File: config.mk
export PLATFORM = sky130hd
export DESIGN_NAME = ir_carrier_burst_recovery
export DESIGN_NICKNAME = d
export VERILOG_FILES = /design/src/irb_pkg.sv /design/src/irb_divider.sv /design/src/irb_datapath.sv /design/src/irb_controller.sv /design/src/ir_carrier_burst_recovery.sv
export SDC_FILE = /design/constraint.sdc
export NUM_CORES = 1
export LEC_CHECK = 0
export ABC_AREA = 1
export BUFFER_PORTS_ARGS = -buffer_cell sky130_fd_sc_hd__buf_4
export CORE_UTILIZATION = 32
export CTS_CLUSTER_DIAMETER = 150
export DETAILED_ROUTE_END_ITERATION = 7
export PLACE_DENSITY = 0.49
export SYNTH_ARGS = -nofsm -noshare
export SYNTH_HDL_FRONTEND = slang
export SYNTH_SLANG_ARGS = --single-unit
File: constraint.sdc
create_clock -name i_clk -period 13.6 [get_ports i_clk]
set_clock_uncertainty 0.1 [all_clocks]
set_input_delay 1.36 -clock i_clk [delete_from_list [all_inputs] [get_ports i_clk]]
set_output_delay 1.36 -clock i_clk [all_outputs]
set_load 0.02 [all_outputs]
File: src/irb_pkg.sv
// ----------------------------------------------------------------------------
// IR burst recovery package
// Shared widths, register indexes, reset values and controller/datapath links.
// ----------------------------------------------------------------------------
package irb_pkg;

    localparam int unsigned STAMP_W    = 32;
    localparam int unsigned LEN_W      = 32;
    localparam int unsigned CFG_W      = 16;
    localparam int unsigned CNT_W      = 9;
    localparam int unsigned CFG_ADDR_W = 3;
    localparam int unsigned DIV_STEP_W = 5;

    // Configuration register indexes
    localparam logic [CFG_ADDR_W-1:0] CFG_BURST_THRESHOLD = 3'd0;
    localparam logic [CFG_ADDR_W-1:0] CFG_NOISE_FLOOR     = 3'd1;
    localparam logic [CFG_ADDR_W-1:0] CFG_SAMPLE_LIMIT    = 3'd2;
    localparam logic [CFG_ADDR_W-1:0] CFG_DEFAULT_ON      = 3'd3;
    localparam logic [CFG_ADDR_W-1:0] CFG_DEFAULT_OFF     = 3'd4;

    // Register values after reset
    localparam logic [CFG_W-1:0] RST_BURST_THRESHOLD = 16'd700;
    localparam logic [CFG_W-1:0] RST_NOISE_FLOOR     = 16'd100;
    localparam logic [CNT_W-1:0] RST_SAMPLE_LIMIT    = 9'd300;
    localparam logic [CFG_W-1:0] RST_DEFAULT_ON      = 16'd211;
    localparam logic [CFG_W-1:0] RST_DEFAULT_OFF     = 16'd420;

    // Controller to datapath
    typedef struct packed {
        logic take_item;
        logic push_burst;
        logic push_gap;
        logic start_div;
        logic push_final;
    } t_irb_cmd;

    // Datapath to controller
    typedef struct packed {
        logic close_burst;    // beat being taken closes the burst
        logic item_final;     // beat being taken is the last edge
        logic final_pending;  // last edge taken, final beat still owed
        logic out_free;       // output register can load this cycle
        logic div_busy;
    } t_irb_sts;

endpackage

File: src/irb_divider.sv
// ----------------------------------------------------------------------------
// IR burst recovery divider
// Restoring 32 by 9 bit unsigned divider, one quotient bit per cycle.
// ----------------------------------------------------------------------------
module irb_divider
    import irb_pkg::*;
(
    input  logic              i_clk,
    input  logic              i_rst_n,
    input  logic              i_start,
    input  logic [LEN_W-1:0]  i_dividend,
    input  logic [CNT_W-1:0]  i_divisor,
    output logic              o_busy,
    output logic [LEN_W-1:0]  o_quotient
);

    logic                  r_busy;
    logic [DIV_STEP_W-1:0] r_step;
    logic [CNT_W-1:0]      r_rem;
    logic [LEN_W-1:0]      r_quo;
    logic [CNT_W-1:0]      r_div;

    logic [CNT_W:0]        n_trial;
    logic                  n_fits;
    logic [CNT_W:0]        n_diff;

    // Shift in the next dividend bit and try the subtract
    always_comb begin
        n_trial = {r_rem, r_quo[LEN_W-1]};
        n_fits  = (n_trial >= {1'b0, r_div});
        n_diff  = n_trial - {1'b0, r_div};
    end

    always_ff @(posedge i_clk) begin
        if (!i_rst_n) begin
            r_busy <= 1'b0;
            r_step <= '0;
        end else if (i_start) begin
            r_busy <= 1'b1;
            r_step <= '0;
        end else if (r_busy) begin
            r_step <= r_step + 1'b1;
            if (r_step == '1) begin
                r_busy <= 1'b0;
            end
        end
    end

    always_ff @(posedge i_clk) begin
        if (i_start) begin
            r_rem <= '0;
            r_quo <= i_dividend;
            r_div <= i_divisor;
        end else if (r_busy) begin
            r_rem <= n_fits ? n_diff[CNT_W-1:0] : n_trial[CNT_W-1:0];
            r_quo <= {r_quo[LEN_W-2:0], n_fits};
        end
    end

    assign o_busy     = r_busy;
    assign o_quotient = r_quo;

endmodule

File: src/irb_datapath.sv
// ----------------------------------------------------------------------------
// IR burst recovery datapath
// Interval math, burst and average state, config registers, output register.
// ----------------------------------------------------------------------------
module irb_datapath
    import irb_pkg::*;
(
    input  logic                  i_clk,
    input  logic                  i_rst_n,
    input  logic                  i_cfg_we,
    input  logic [CFG_ADDR_W-1:0] i_cfg_addr,
    input  logic [CFG_W-1:0]      i_cfg_wdata,
    input  logic [STAMP_W-1:0]    i_stamp,
    input  logic                  i_final_edge,
    input  logic                  i_out_ready,
    input  t_irb_cmd              i_cmd,
    output t_irb_sts              o_sts,
    output logic                  o_out_valid,
    output logic [LEN_W-1:0]      o_out_len,
    output logic                  o_out_last,
    output logic [LEN_W-1:0]      o_out_on_avg,
    output logic [LEN_W-1:0]      o_out_off_avg,
    output logic                  o_out_dflt
);

    // Configuration
    logic [CFG_W-1:0] r_burst_threshold;
    logic [CFG_W-1:0] r_noise_floor;
    logic [CNT_W-1:0] r_sample_limit;
    logic [CFG_W-1:0] r_default_on;
    logic [CFG_W-1:0] r_default_off;

    // Capture state
    logic [STAMP_W-1:0] r_prev_stamp;
    logic [1:0]         r_seen;
    logic [LEN_W-1:0]   r_acc;
    logic               r_phase_on;
    logic               r_emitted;
    logic [LEN_W-1:0]   r_on_sum;
    logic [CNT_W-1:0]   r_on_cnt;
    logic [LEN_W-1:0]   r_off_sum;
    logic [CNT_W-1:0]   r_off_cnt;
    logic               r_final_pending;
    logic [LEN_W-1:0]   r_burst_len;
    logic [LEN_W-1:0]   r_gap_len;

    // Output register
    logic               r_out_valid;
    logic [LEN_W-1:0]   r_out_len;
    logic               r_out_last;
    logic [LEN_W-1:0]   r_out_on_avg;
    logic [LEN_W-1:0]   r_out_off_avg;
    logic               r_out_dflt;

    logic [LEN_W-1:0]   n_interval;
    logic               n_active;
    logic               n_long;
    logic               n_absorb;
    logic               n_close;
    logic [LEN_W-1:0]   n_acc_sum;
    logic               n_sample_ok;
    logic               n_dflt;
    logic               n_out_free;

    logic               w_div_on_busy;
    logic               w_div_off_busy;
    logic [LEN_W-1:0]   w_on_quo;
    logic [LEN_W-1:0]   w_off_quo;

    always_comb begin
        n_interval  = i_stamp - r_prev_stamp;
        n_active    = (r_seen == 2'd3);
        n_long      = (n_interval > {{(LEN_W-CFG_W){1'b0}}, r_burst_threshold});
        n_absorb    = n_long && r_phase_on
                      && (r_acc <= {{(LEN_W-CFG_W){1'b0}}, r_burst_threshold});
        n_close     = n_long && !n_absorb;
        n_acc_sum   = r_acc + n_interval;
        n_sample_ok = r_emitted
                      && (n_interval >= {{(LEN_W-CFG_W){1'b0}}, r_noise_floor});
        n_dflt      = (r_on_cnt == '0) || (r_off_cnt == '0);
        n_out_free  = !r_out_valid || i_out_ready;
    end

    always_ff @(posedge i_clk) begin
        if (!i_rst_n) begin
            r_burst_threshold <= RST_BURST_THRESHOLD;
            r_noise_floor     <= RST_NOISE_FLOOR;
            r_sample_limit    <= RST_SAMPLE_LIMIT;
            r_default_on      <= RST_DEFAULT_ON;
            r_default_off     <= RST_DEFAULT_OFF;
        end else if (i_cfg_we) begin
            unique case (i_cfg_addr)
                CFG_BURST_THRESHOLD: r_burst_threshold <= i_cfg_wdata;
                CFG_NOISE_FLOOR:     r_noise_floor     <= i_cfg_wdata;
                CFG_SAMPLE_LIMIT:    r_sample_limit    <= i_cfg_wdata[CNT_W-1:0];
                CFG_DEFAULT_ON:      r_default_on      <= i_cfg_wdata;
                CFG_DEFAULT_OFF:     r_default_off     <= i_cfg_wdata;
                default: ;
            endcase
        end
    end

    always_ff @(posedge i_clk) begin
        if (!i_rst_n || i_cmd.push_final) begin
            r_prev_stamp    <= '0;
            r_seen          <= '0;
            r_acc           <= '0;
            r_phase_on      <= 1'b1;
            r_emitted       <= 1'b0;
            r_on_sum        <= '0;
            r_on_cnt        <= '0;
            r_off_sum       <= '0;
            r_off_cnt       <= '0;
            r_final_pending <= 1'b0;
        end else if (i_cmd.take_item) begin
            r_prev_stamp    <= i_stamp;
            r_final_pending <= i_final_edge;
            if (!n_active) begin
                r_seen <= r_seen + 2'd1;
            end else if (n_close) begin
                r_acc      <= '0;
                r_emitted  <= 1'b1;
                r_phase_on <= 1'b1;
            end else if (n_absorb) begin
                r_acc      <= n_acc_sum;
                r_phase_on <= 1'b0;
            end else begin
                r_acc      <= n_acc_sum;
                r_phase_on <= !r_phase_on;
                if (r_phase_on) begin
                    if (n_sample_ok && (r_on_cnt < r_sample_limit)) begin
                        r_on_sum <= r_on_sum + n_interval;
                        r_on_cnt <= r_on_cnt + 1'b1;
                    end
                end else begin
                    if (n_sample_ok && (r_off_cnt < r_sample_limit)) begin
                        r_off_sum <= r_off_sum + n_interval;
                        r_off_cnt <= r_off_cnt + 1'b1;
                    end
                end
            end
        end
    end

    // Hold the burst and gap of a closing interval until they go out
    always_ff @(posedge i_clk) begin
        if (i_cmd.take_item && n_active && n_close) begin
            r_burst_len <= r_acc;
            r_gap_len   <= n_interval;
        end
    end

    irb_divider u_div_on (
        .i_clk      (i_clk),
        .i_rst_n    (i_rst_n),
        .i_start    (i_cmd.start_div),
        .i_dividend (r_on_sum),
        .i_divisor  (r_on_cnt),
        .o_busy     (w_div_on_busy),
        .o_quotient (w_on_quo)
    );

    irb_divider u_div_off (
        .i_clk      (i_clk),
        .i_rst_n    (i_rst_n),
        .i_start    (i_cmd.start_div),
        .i_dividend (r_off_sum),
        .i_divisor  (r_off_cnt),
        .o_busy     (w_div_off_busy),
        .o_quotient (w_off_quo)
    );

    always_ff @(posedge i_clk) begin
        if (!i_rst_n) begin
            r_out_valid <= 1'b0;
        end else if (i_cmd.push_burst || i_cmd.push_gap || i_cmd.push_final) begin
            r_out_valid <= 1'b1;
        end else if (i_out_ready) begin
            r_out_valid <= 1'b0;
        end
    end

    always_ff @(posedge i_clk) begin
        if (i_cmd.push_burst || i_cmd.push_gap) begin
            r_out_len     <= i_cmd.push_burst ? r_burst_len : r_gap_len;
            r_out_last    <= 1'b0;
            r_out_on_avg  <= '0;
            r_out_off_avg <= '0;
            r_out_dflt    <= 1'b0;
        end else if (i_cmd.push_final) begin
            r_out_len     <= r_acc;
            r_out_last    <= 1'b1;
            r_out_on_avg  <= n_dflt ? {{(LEN_W-CFG_W){1'b0}}, r_default_on} : w_on_quo;
            r_out_off_avg <= n_dflt ? {{(LEN_W-CFG_W){1'b0}}, r_default_off} : w_off_quo;
            r_out_dflt    <= n_dflt;
        end
    end

    always_comb begin
        o_sts.close_burst   = n_active && n_close;
        o_sts.item_final    = i_final_edge;
        o_sts.final_pending = r_final_pending;
        o_sts.out_free      = n_out_free;
        o_sts.div_busy      = w_div_on_busy || w_div_off_busy;
    end

    assign o_out_valid   = r_out_valid;
    assign o_out_len     = r_out_len;
    assign o_out_last    = r_out_last;
    assign o_out_on_avg  = r_out_on_avg;
    assign o_out_off_avg = r_out_off_avg;
    assign o_out_dflt    = r_out_dflt;

endmodule

File: src/irb_controller.sv
// ----------------------------------------------------------------------------
// IR burst recovery controller
// Sequences beat intake, burst/gap output, the average divide and final beat.
// ----------------------------------------------------------------------------
module irb_controller
    import irb_pkg::*;
(
    input  logic     i_clk,
    input  logic     i_rst_n,
    input  logic     i_in_valid,
    input  t_irb_sts i_sts,
    output logic     o_in_ready,
    output t_irb_cmd o_cmd
);

    typedef enum logic [5:0] {
        ST_IDLE   = 6'b000001,
        ST_BURST  = 6'b000010,
        ST_GAP    = 6'b000100,
        ST_DSTART = 6'b001000,
        ST_DWAIT  = 6'b010000,
        ST_FINAL  = 6'b100000
    } t_state;

    t_state r_state;
    t_state n_state;

    always_comb begin
        n_state    = r_state;
        o_cmd      = '0;
        o_in_ready = 1'b0;
        unique case (r_state)
            ST_IDLE: begin
                o_in_ready = 1'b1;
                if (i_in_valid) begin
                    o_cmd.take_item = 1'b1;
                    if (i_sts.close_burst) begin
                        n_state = ST_BURST;
                    end else if (i_sts.item_final) begin
                        n_state = ST_DSTART;
                    end
                end
            end
            ST_BURST: begin
                if (i_sts.out_free) begin
                    o_cmd.push_burst = 1'b1;
                    n_state          = ST_GAP;
                end
            end
            ST_GAP: begin
                if (i_sts.out_free) begin
                    o_cmd.push_gap = 1'b1;
                    n_state        = i_sts.final_pending ? ST_DSTART : ST_IDLE;
                end
            end
            ST_DSTART: begin
                o_cmd.start_div = 1'b1;
                n_state         = ST_DWAIT;
            end
            ST_DWAIT: begin
                if (!i_sts.div_busy) begin
                    n_state = ST_FINAL;
                end
            end
            ST_FINAL: begin
                if (i_sts.out_free) begin
                    o_cmd.push_final = 1'b1;
                    n_state          = ST_IDLE;
                end
            end
            default: n_state = ST_IDLE;
        endcase
    end

    always_ff @(posedge i_clk) begin
        if (!i_rst_n) begin
            r_state <= ST_IDLE;
        end else begin
            r_state <= n_state;
        end
    end

endmodule

File: src/ir_carrier_burst_recovery.sv
// ----------------------------------------------------------------------------
// IR carrier burst recovery
// Turns raw IR edge timestamps into merged burst and gap lengths plus averages.
// ----------------------------------------------------------------------------
// Each input beat is one 32-bit timer stamp taken at an IR edge; tlast marks
// the last edge of a capture. The block forms intervals between stamps
// (modulo 2^32), drops the first two, merges short carrier intervals into a
// burst and sends out burst/gap pairs when a long interval closes a burst.
// On the last edge it sends the remaining burst with tlast set, together with
// the mean on and off carrier intervals (or the configured defaults, flagged
// in tuser, when either side has no samples). A beat that closes a burst is
// followed by a burst and a gap output beat before the next beat is taken;
// on the last edge two bit-serial 32 by 9 bit dividers produce the two
// averages in parallel. A stalled output delays these beats. The output
// register lets the next beat be taken while the previous result still
// waits downstream. Registers must be written through the plain write port
// only while the block is idle; this binds the user, the block does not check.
// After the final beat all capture state takes its reset value; registers stay.
// ----------------------------------------------------------------------------
module ir_carrier_burst_recovery
    import irb_pkg::*;
(
    input  logic                  i_clk,
    input  logic                  i_rst_n,
    // Register write port
    input  logic                  i_cfg_we,
    input  logic [CFG_ADDR_W-1:0] i_cfg_addr,
    input  logic [CFG_W-1:0]      i_cfg_wdata,
    // Edge stamps in
    input  logic                  s_axis_tvalid,
    output logic                  s_axis_tready,
    input  logic [31:0]           s_axis_tdata,  // [31:0] timestamp
    input  logic                  s_axis_tlast,  // final_edge
    // Intervals out
    output logic                  m_axis_tvalid,
    input  logic                  m_axis_tready,
    output logic [95:0]           m_axis_tdata,  // [31:0] interval_length,
                                                 // [63:32] on_average,
                                                 // [95:64] off_average
    output logic                  m_axis_tlast,  // last_interval
    output logic                  m_axis_tuser   // [0] used_defaults
);

    t_irb_cmd         w_cmd;
    t_irb_sts         w_sts;
    logic [LEN_W-1:0] w_len;
    logic [LEN_W-1:0] w_on_avg;
    logic [LEN_W-1:0] w_off_avg;

    // Sequence intake, output beats and the divide
    irb_controller u_ctrl (
        .i_clk      (i_clk),
        .i_rst_n    (i_rst_n),
        .i_in_valid (s_axis_tvalid),
        .i_sts      (w_sts),
        .o_in_ready (s_axis_tready),
        .o_cmd      (w_cmd)
    );

    // Interval math, state and output register
    irb_datapath u_dp (
        .i_clk         (i_clk),
        .i_rst_n       (i_rst_n),
        .i_cfg_we      (i_cfg_we),
        .i_cfg_addr    (i_cfg_addr),
        .i_cfg_wdata   (i_cfg_wdata),
        .i_stamp       (s_axis_tdata),
        .i_final_edge  (s_axis_tlast),
        .i_out_ready   (m_axis_tready),
        .i_cmd         (w_cmd),
        .o_sts         (w_sts),
        .o_out_valid   (m_axis_tvalid),
        .o_out_len     (w_len),
        .o_out_last    (m_axis_tlast),
        .o_out_on_avg  (w_on_avg),
        .o_out_off_avg (w_off_avg),
        .o_out_dflt    (m_axis_tuser)
    );

    // Pack the result fields, lowest field first
    assign m_axis_tdata = {w_off_avg, w_on_avg, w_len};

endmodule

Word-level counts from Yosys, hierarchy flattened

Index checks and enable logic that the tools add are counted.

Input bits: 57
Flip-flop bits (word level): 505
Memory bits (writable): 0
Memory bits (read-only): 0
Output and inout port bits: 100
Latch bits: 0
Word-level logic and storage cells: 153
Memories: 0

Add/subtract/negate cells: 11
Equal/unequal tests: 19
Magnitude comparators: 7
Reductions and logical operators: 38
Multiply operators: 0
Div/mod/pow operators: 0
Bitwise operators: 5
Shift-type cells: 0
Mux-type cells: 39

Operator list:

| cell                                                | number |
|---|---|
| 2-to-1 mux 32 bit                                   | 10 |
| adder 32 bit                                        | 3 |
| 2-to-1 mux 6 bit                                    | 7 |
| one-hot mux 6 bit (6 select lines)                  | 1 |
| greater-or-equal comparator 32 x 16 -> 1 bit        | 1 |
| greater-than comparator 32 x 16 -> 1 bit            | 1 |
| less-or-equal comparator 32 x 16 -> 1 bit           | 1 |
| subtractor 32 bit                                   | 1 |
| greater-or-equal comparator 10 x 9 -> 1 bit         | 2 |
| adder 9 x 1 -> 9 bit, second input constant         | 2 |
| zero test 9 bit                                     | 2 |
| less-than comparator 9 bit                          | 2 |
| 2-to-1 mux 1 bit                                    | 18 |
| 2-to-1 mux 9 bit                                    | 2 |
| AND reduction 6 bit                                 | 3 |
| subtractor 9 bit                                    | 2 |
| AND reduction 2 bit                                 | 7 |
| adder 5 x 1 -> 5 bit, second input constant         | 2 |
| equality test 5 bit, second input constant          | 2 |
| logical AND 1 bit                                   | 9 |
| nonzero test 2 bit                                  | 4 |
| equality test 3 x 2 -> 1 bit, second input constant | 2 |
| equality test 6 x 1 -> 1 bit, second input constant | 1 |
| equality test 6 x 2 -> 1 bit, second input constant | 1 |
| 18 further kinds                                    | 33 |

Longest topological paths before layout

Gate-level depths: netlist (run 1).

Word-level depth: 10
Mapped depth: 30
Gate-level depth less buffers: 30

Hierarchy

A second synthesis (run 1) with hierarchy kept.

Cells, all modules: 4037
Area total of the unflattened synthesis: 29833.6 um^2

By module, submodules not included:

| module         | instances | cells an instance | area an instance (um^2) | seq. area each (um^2) |
|---|---|---|---|---|
| irb_datapath   | 1         | 3299              | 23747.8                 | 8708.4 |
| irb_divider    | 2         | 334               | 2827.7                  | 1531.5 |
| irb_controller | 1         | 70                | 430.4                   | 120.1 |

Worst setup path after synthesis (run 1)

No wires, ideal clock.

Path kind: input to register
From: input s_axis_tdata[0]
To: register u_dp.r_burst_len[0] (enable)
Setup slack: 6.434 ns
Setup time: 0.489 ns
Required time: 13.011 ns
Arrival time: 6.576 ns
Stages: 22
Cell sequence: inv_1 -> ha_1 -> inv_1 -> fa_1 -> nand3_1 -> nand3_1 -> nand2_1 -> nand2_1 -> nand2_1 -> nand2_1 -> xor2_1 -> ha_1 -> nand2_1 -> nor2_1 -> nand4_1 -> inv_1 -> nand2_1 -> nand2_1 -> o21ai_0 -> nand3_2 -> nand3_1 -> nor2_1

Cells in the longest elaborated chain, start to end: 7

RTL lines:

| item                                       | line                            | text |
|---|---|---|
| start: declaration                         | ir_carrier_burst_recovery.sv:32 | `input logic [31:0] s_axis_tdata,` |
| subtractor 32 bit *                        | irb_datapath.sv:71              | `n_interval = i_stamp - r_prev_stamp;` |
| net u_dp.n_interval[14]                    | irb_datapath.sv:55              | `logic [LEN_W-1:0] n_interval;` |
| greater-than comparator 32 x 16 -> 1 bit * | irb_datapath.sv:73              | `n_long = (n_interval > {{(LEN_W-CFG_W){1'b0}}, r_burst_threshold});` |
| logical AND 1 bit                          | irb_datapath.sv:74              | `n_absorb = n_long && r_phase_on` |
| logical AND 1 bit                          | irb_datapath.sv:75              | `&& (r_acc <= {{(LEN_W-CFG_W){1'b0}}, r_burst_threshold});` |
| zero test 1 bit                            | irb_datapath.sv:76              | `n_close = n_long && !n_absorb;` |
| logical AND 1 bit *                        | irb_datapath.sv:76              |  |
| logical AND 1 bit *                        | irb_datapath.sv:147             | `if (i_cmd.take_item && n_active && n_close) begin` |
| end signal: assignment                     | irb_datapath.sv:148             | `r_burst_len <= r_acc;` |
| end: declaration                           | irb_datapath.sv:44              | `logic [LEN_W-1:0] r_burst_len;` |

The timed path passes the listed nets; every way through them passes the cells marked *.
A chain may end at the register's enable or synchronous reset.

Worst setup path after layout (run 1)

From: input s_axis_tdata[0]
To: register u_dp.r_acc[30]

Cells in the longest elaborated chain, start to end: 7
Elaborated cells between the ends (all ways): 8
Classes of those cells: add/sub: 2; order compare: 1; mux: 1; reduce/logical: 4

RTL lines:

| item                                     | line                | text |
|---|---|---|
| subtractor 32 bit *                      | irb_datapath.sv:71  |  |
| net u_dp.n_interval[14]                  | irb_datapath.sv:55  |  |
| greater-than comparator 32 x 16 -> 1 bit | irb_datapath.sv:73  |  |
| logical AND 1 bit                        | irb_datapath.sv:74  |  |
| logical AND 1 bit                        | irb_datapath.sv:75  |  |
| zero test 1 bit                          | irb_datapath.sv:76  |  |
| logical AND 1 bit                        | irb_datapath.sv:76  |  |
| 2-to-1 mux 32 bit *                      | irb_datapath.sv:120 | `end else if (n_close) begin` |
| end signal: assignment                   | irb_datapath.sv:125 | `r_acc <= n_acc_sum;` |
| end signal: assignment                   | irb_datapath.sv:128 | `r_acc <= n_acc_sum;` |
| end: declaration                         | irb_datapath.sv:36  | `logic [LEN_W-1:0] r_acc;` |

Marked as above.

==> results.toml, run 1 <==
[outcome]
outcome = "complete, but fails checks"
violations = "DRC"

[cells_and_area]
stdcell_area_um2 = 33300
final_cell_mix = "1,023 x nand2_1, 451 x inv_1, 343 x nor2_1, 327 x dfxtp_1, 319 x a21oi_1"
n_antenna_cell = 0
layout-drive-gt1-share_pct = 8.44
area_growth_pct = 16.0
fillCellCount = 9349
nNetsFinal = 4241
final_common_cell = "nand2_1"

[clock_network]
post_cts_resized = 0
numClockSinks = 505
clk_latency_ns = 0.65
cts_buffers = 59
postCtsHoldBufs = 0
htreeDepth = 2
cts_root_buffer = "clkbuf_16"
max-clock-path-buffers = 3
post_cts_buffers = 0
clk_pin_slew_ns = 0.06
cts_tree = "built"

[synth]
syn-num-nets = 4097
synth_seq_cells = 505
netlist_area_um2 = 28700
synthCells = 3825
synth_sequential_area_ratio_pct = 41.4
synth_cell_types = 56
syn_avg_cell_area_um2 = 7.51
synth-edff-count = 178
synth_flop_cell = "dfxtp_1"
yosysWarnings = 0
async_flop_share_pct = 0

[sta]
period_share_pct = 41.6
tns_ns = 0
relSlewSlack_pct = 27.5
fmax_mhz = 177
slew_viol_final = 0
fin_crit_ns = 5.65
rsz0062_at_grt = "no"
tightestPinTransition_ns = 1.08
holdWs_ns = 0.356
setup_violations = 0
hold_viol_final = 0

[critical_path]
start_kind = "input port"
path_class = "input port to register"
cp_data_arrival_time_ns = 6.10
worst_setup_path_end_kind = "register"
crit_fanout = 32
required_ns = 14.04

[global_routing]
met3_usage_pct = 2.43
grtUsageMet1_pct = 29.7
use_met2_pct = 33.3
grt_first_pass_wirelength_um = 146000
grtUsageTotal_pct = 20.9
grt_most_used_layer = "met2"
grt_max_degree = 84
grt_overflow = 0
grt_pass1_vias = 24300
antenna_found_initial = 3

[place]
io_buffers = 156
gp_congestion = 0.914
place_area_um2 = 31200
dp_hpwl_um = 69800

[floorplan]
die_width_um = 302
core_region_area_um2 = 88600
initial_core_util_pct = 32.4
dieHeight_um = 302
row_count = 109
dieArea_um2 = 90900
boundaryPins = 157

[route]
num_vias = 25400
post_drt_wl_per_cell_um = 18.5
routed_wirelength_um = 95900
drc_errors = 16
routed_via_density = 4.91
drt_iter0_markers = 1707
drtPass1Iterations = 7
drtAntennaViolNets = 0

[power]
peakVddDrop_uv = 104
power.density_nw_per_um2 = 172
power_leakage_nw = 14.9
p_total_mw = 5.74

[hold_path]
hp-class = "register to register"

[job]
cap_violations = 0
## logic make-up (layout without fill, tap and decap cells)
group / Yosys count / count (layout) / synth area share [%]
AND/OR/NAND/NOR: 1646 / 1646 / 23.4
AO/OA/AOI/OAI: 781 / 781 / 14.7
buffers and inverters: 575 / 768 / 7.74
flip-flops: 505 / 505 / 41.4
adder cells (fa/ha/maj): 215 / 215 / 9.53
XOR/XNOR: 103 / 103 / 3.14
## synth_stat cells (3+ instances only)
cell type	count	area share, %
a22oi_1	7	0.18
or2_2	4	0.087
edfxtp_1	178	19
dfxtp_1	327	23
and2_1	7	0.15
a21oi_1	319	5.6
fa_1	6	0.42
clkbuf_1	81	1.1
nand2_1	1025	13
o21bai_1	13	0.34
a211oi_1	8	0.21
o21ai_1	31	0.54
xor2_1	76	2.3
nor3_1	36	0.63
inv_1	452	5.9
nor2_1	348	4.6
nand3_1	130	2.3
nor4_1	10	0.22
nand3_2	4	0.14
nand4_1	42	0.92
nor2_2	9	0.20
o21a_1	10	0.26
buf_1	11	0.14
buf_4	11	0.29
a21o_1	6	0.16
inv_2	8	0.10
buf_2	3	0.052
o21ai_0	295	5.1
ha_1	209	9.1
nand2_2	7	0.15
and3_1	5	0.11
o221ai_1	7	0.21
a21boi_0	4	0.10
o2111ai_1	3	0.092
clkinv_1	6	0.078
xnor2_1	27	0.82
o211ai_1	31	0.81
a31oi_1	29	0.63
nand3b_1	9	0.24
o22ai_1	8	0.17
## state kept, by name (all words and copies together) (netlist names), 16 cells and up
signal,count
u_dp.o_out_off_avg,32
u_dp.r_noise_floor,16
u_dp.r_off_sum,32
u_dp.o_out_on_avg,32
u_dp.u_div_off.o_quotient,32
u_dp.r_gap_len,32
u_dp.r_prev_stamp,32
u_dp.r_on_sum,32
u_dp.r_burst_len,32
u_dp.r_default_off,16
u_dp.r_acc,32
u_dp.r_default_on,16
u_dp.r_burst_threshold,16
u_dp.u_div_on.o_quotient,32
u_dp.o_out_len,32
## layout make-up
type                       instances  area [um^2]  area share, %
clock buffer                      85         1750           5.25
clock inverter                    25          385           1.16
inverter                         467         1760           5.27
multi-input combinational       2745        14600           43.9
sequential                       505        11900           35.7
tap                             1165         1460           4.38
timing repair buffer             191         1430           4.30
## worst paths after layout
kind / start / end / slack, ns / depth (start not counted)
worst min register to register: u_dp.o_out_off_avg[3]$_SDFFE_PN0P_ / u_dp.o_out_off_avg[3]$_SDFFE_PN0P_ / 0.36 / 2
worst max register to register: u_dp.r_prev_stamp[0]$_SDFFE_PP0P_ / u_dp.r_acc[30]$_SDFFE_PP0P_ / 8.49 / 24
worst min-delay path: u_dp.o_out_off_avg[3]$_SDFFE_PN0P_ / u_dp.o_out_off_avg[3]$_SDFFE_PN0P_ / 0.36 / 2
worst max-delay path: s_axis_tdata[0] / u_dp.r_acc[30]$_SDFFE_PP0P_ / 7.95 / 26
## critical path: stages
cell     delay [ns]
buf_4          0.11
inv_1          0.05
ha_1           0.15
inv_1          0.09
fa_1           0.46
nand3_1        0.11
nand3_1        0.15
nand2_1        0.09
nand2_1        0.09
nand2_1        0.08
nand2_1        0.08
xor2_1         0.15
buf_4          0.20
ha_1           0.28
nand2_1        0.06
nor2_1         0.16
nand4_1        0.13
inv_1          0.10
nand4_1        0.07
o21ai_0        0.53
nand3_2        0.26
nand2_2        0.13
nand2_4        0.08
nor2_4         0.78
nand3_1        0.16
a21oi_1        0.16
## metrics by stage
stage,std cells,worst slack (ns),util (%)
2_1_floorplan,3825,6.43,-
3_3_place_gp,5073,7.59,35.2
3_5_place_dp,5073,7.37,35.2
4_1_cts,5183,8.06,37.6
5_1_grt,5183,7.52,37.6
6_report,5183,7.95,37.6
## power by group
part	switching [mW]	leakage (nW)	internal [mW]	total (mW)
clock	0.672	1.04	1.08	1.75
combinational	1.46	9.50	0.668	2.13
sequential	0.0998	4.36	1.76	1.86
## layer usage
layer / share of wire (%) / vias up
met3: 4.4 / 117
met5: 0 / -
li1: - / 13000
met4: 2.6 / 0
met2: 44 / 531
met1: 49 / 11800
Note: power is estimated with default switching activity, not from simulation.
==> run 2, diff against run 1 <==
ABC_AREA = 0   (was 1)
clock period = 5.5 ns   (was 13.6 ns; I/O delays follow)
==> run 2 against run 1 <==
Net effect:
- hold slack got worse by 0.28 ns
- synthesized cell count down 19%
- global-route usage down 1.0 points
- utilization grew 2.3 points
- clock-buffer cell count shrank 9
- the flow now finishes without violations
- routed wire length decreased by 9.3%
==> results.toml, run 2 <==
[synth]
synth_top_area_share_pct = 23.8
syn-num-nets = 3359
synth-edff-count = 178
synthMostInstantiatedCell = "nand2_1"
synthCells = 3087
yosysTopAreaCell = "dfxtp_1"
synth_cell_types = 85
netlist_top_cells_count = "617 x nand2_1, 327 x dfxtp_1, 258 x a21oi_1, 210 x nor2_1, 209 x ha_1"
yosysWarnings = 0
synth_flop_cell = "dfxtp_1"
synth_seq_cells = 505
async_flop_share_pct = 0
synth_area_leaders = "dfxtp_1 24%, edfxtp_1 19%, ha_1 9.5%"
syn_avg_cell_area_um2 = 8.90
netlist_area_um2 = 27500
synth_sequential_area_ratio_pct = 43.3

[sta]
fin_crit_ns = 5.23
fmax_mhz = 191
tightestPinTransition_ns = 1.06
relSlewSlack_pct = 29.2
slew_viol_final = 0
setup_violations = 0
tns_ns = 0
period_share_pct = 95.1
hold_viol_final = 0
holdWs_ns = 0.0725

[clock_network]
cts_tree = "built"
htreeDepth = 2
max-clock-path-buffers = 3
cts_buffers = 60
postCtsHoldBufs = 0
clk_latency_ns = 0.65
numClockSinks = 505
cts_root_buffer = "clkbuf_16"
clk_pin_slew_ns = 0.06

[global_routing]
grt_max_degree = 112
grt_pass1_vias = 22600
grt_overflow = 0
grt_first_pass_wirelength_um = 134000
grtUsageTotal_pct = 19.9
antenna_found_initial = 0

[cells_and_area]
final_cell_mix = "615 x nand2_1, 400 x buf_4, 327 x dfxtp_1, 252 x a21oi_1"
nNetsFinal = 3698
final_common_cell = "nand2_1"
area_growth_pct = 23.6
layout-drive-gt1-share_pct = 16.7

[route]
post_drt_wl_per_cell_um = 18.8
drtPass1Iterations = 5
drtAntennaViolNets = 0
drt_iter0_markers = 1357
num_vias = 23200
routed_wirelength_um = 87000
routed_via_density = 5.01
drc_errors = 0

[floorplan]
dieHeight_um = 295
die_width_um = 295
initial_core_util_pct = 32.3
boundaryPins = 157
core_region_area_um2 = 85100
row_count = 107
dieArea_um2 = 87100

[outcome]
outcome = "completed"

[critical_path]
crit_fanout = 11
path_class = "register to register"
required_ns = 5.94
cp_data_arrival_time_ns = 5.68
start_kind = "register"
worst_setup_path_end_kind = "register"

[power]
peakVddDrop_uv = 267
power.density_nw_per_um2 = 350
power_leakage_nw = 14.4

[hold_path]
hp-class = "input port to register"

[place]
dp_hpwl_um = 63900
io_buffers = 156
gp_congestion = 0.886

[job]
cap_violations = 0
[run 2: worst paths after layout]
kind                                          start                                 end  slack [ns]  cells after the start
setup / recovery  u_dp.r_prev_stamp[5]$_SDFFE_PP0P_      u_dp.r_on_sum[19]$_SDFFE_PP0P_        0.27                     18
hold / removal                     s_axis_tdata[26]  u_dp.r_prev_stamp[26]$_SDFFE_PP0P_        0.07                      3
setup reg to reg  u_dp.r_prev_stamp[5]$_SDFFE_PP0P_      u_dp.r_on_sum[19]$_SDFFE_PP0P_        0.27                     18
hold reg to reg   u_dp.r_prev_stamp[5]$_SDFFE_PP0P_   u_dp.r_prev_stamp[5]$_SDFFE_PP0P_        0.35                      2
[run 2: final cells by class]
class,count,area (um^2)
antenna,1,2.50
clock buffer,76,1630
clock inverter,37,467
fill,8733,51200
inverter,133,500
multi-input combinational,2318,14900
sequential,505,11900
tap,1144,1430
timing repair buffer,408,3150
[run 2: where the power goes]
group	switching (mW)	internal, mW	total (mW)
registers	0.132	4.11	4.25
logic	1.96	1.44	3.41
clock network	1.70	2.53	4.23
[run 2: stage by stage]
step	utilization, %	cells	setup WS, ns	instance area [um^2]	total power, mW
6_report	39.9	4622	0.268	34000	11.9
5_1_grt	39.9	4621	-0.0252	34000	12.5
4_1_cts	39.6	4619	0.0410	33700	11.9
3_5_place_dp	37.1	4506	-0.410	31600	7.67
3_3_place_gp	37.1	4506	-0.329	31600	7.67
2_1_floorplan	-	3087	0.0125	27500	6.34
[run 2: logic make-up (layout without fill, tap and decap cells)]
family                     after synthesis  in the layout  share of synthesized area (%)
and+or+nand+nor                       1135           1135                           18.3
AOI/OAI and AO/OA                      775            775                           18.4
DFF                                    505            505                           43.3
buffers and inverters                  264            654                           3.64
adders and majority gates              224            224                           10.3
xor gates and xnor gates               127            127                           4.05
muxes                                   57             57                           2.08
other                                    0              1                              0
[run 2: metal layers]
| metal | track usage [%] | up-vias | share of wire [%] |
|---|---|---|---|
| met2 | 32.3 | 433 | 46 |
| met1 | 27.4 | 10900 | 47 |
| met5 | 0 | - | 0 |
| met4 | 5.88 | 0 | 2.8 |
| li1 | - | 11700 | - |
| met3 | 2.68 | 110 | 4.3 |
[run 2: repair_timing]
action	4_1_cts	5_1_grt
setup endpoints to repair	3	53
pin swaps	0	8
buffers inserted	0	2
gates resized for setup	2	44
endpoints found under the hold margin	0	0
gates cloned	0	0
[run 2: worst max-delay path: stages, from the launching register on]
cell and delay (ns):
dfxtp_1 0.32, inv_1 0.04, ha_1 0.29, buf_4 0.14
o21ai_0 0.07, a21oi_1 0.22, nand3_1 0.15, buf_4 0.17
a211oi_1 0.66, a211oi_1 0.17, buf_4 0.19, or2_2 0.30
nor4_1 0.75, nand4b_2 0.27, buf_4 0.23, or2_1 0.35
buf_4 0.23, or3_1 0.34, a21oi_1 0.14
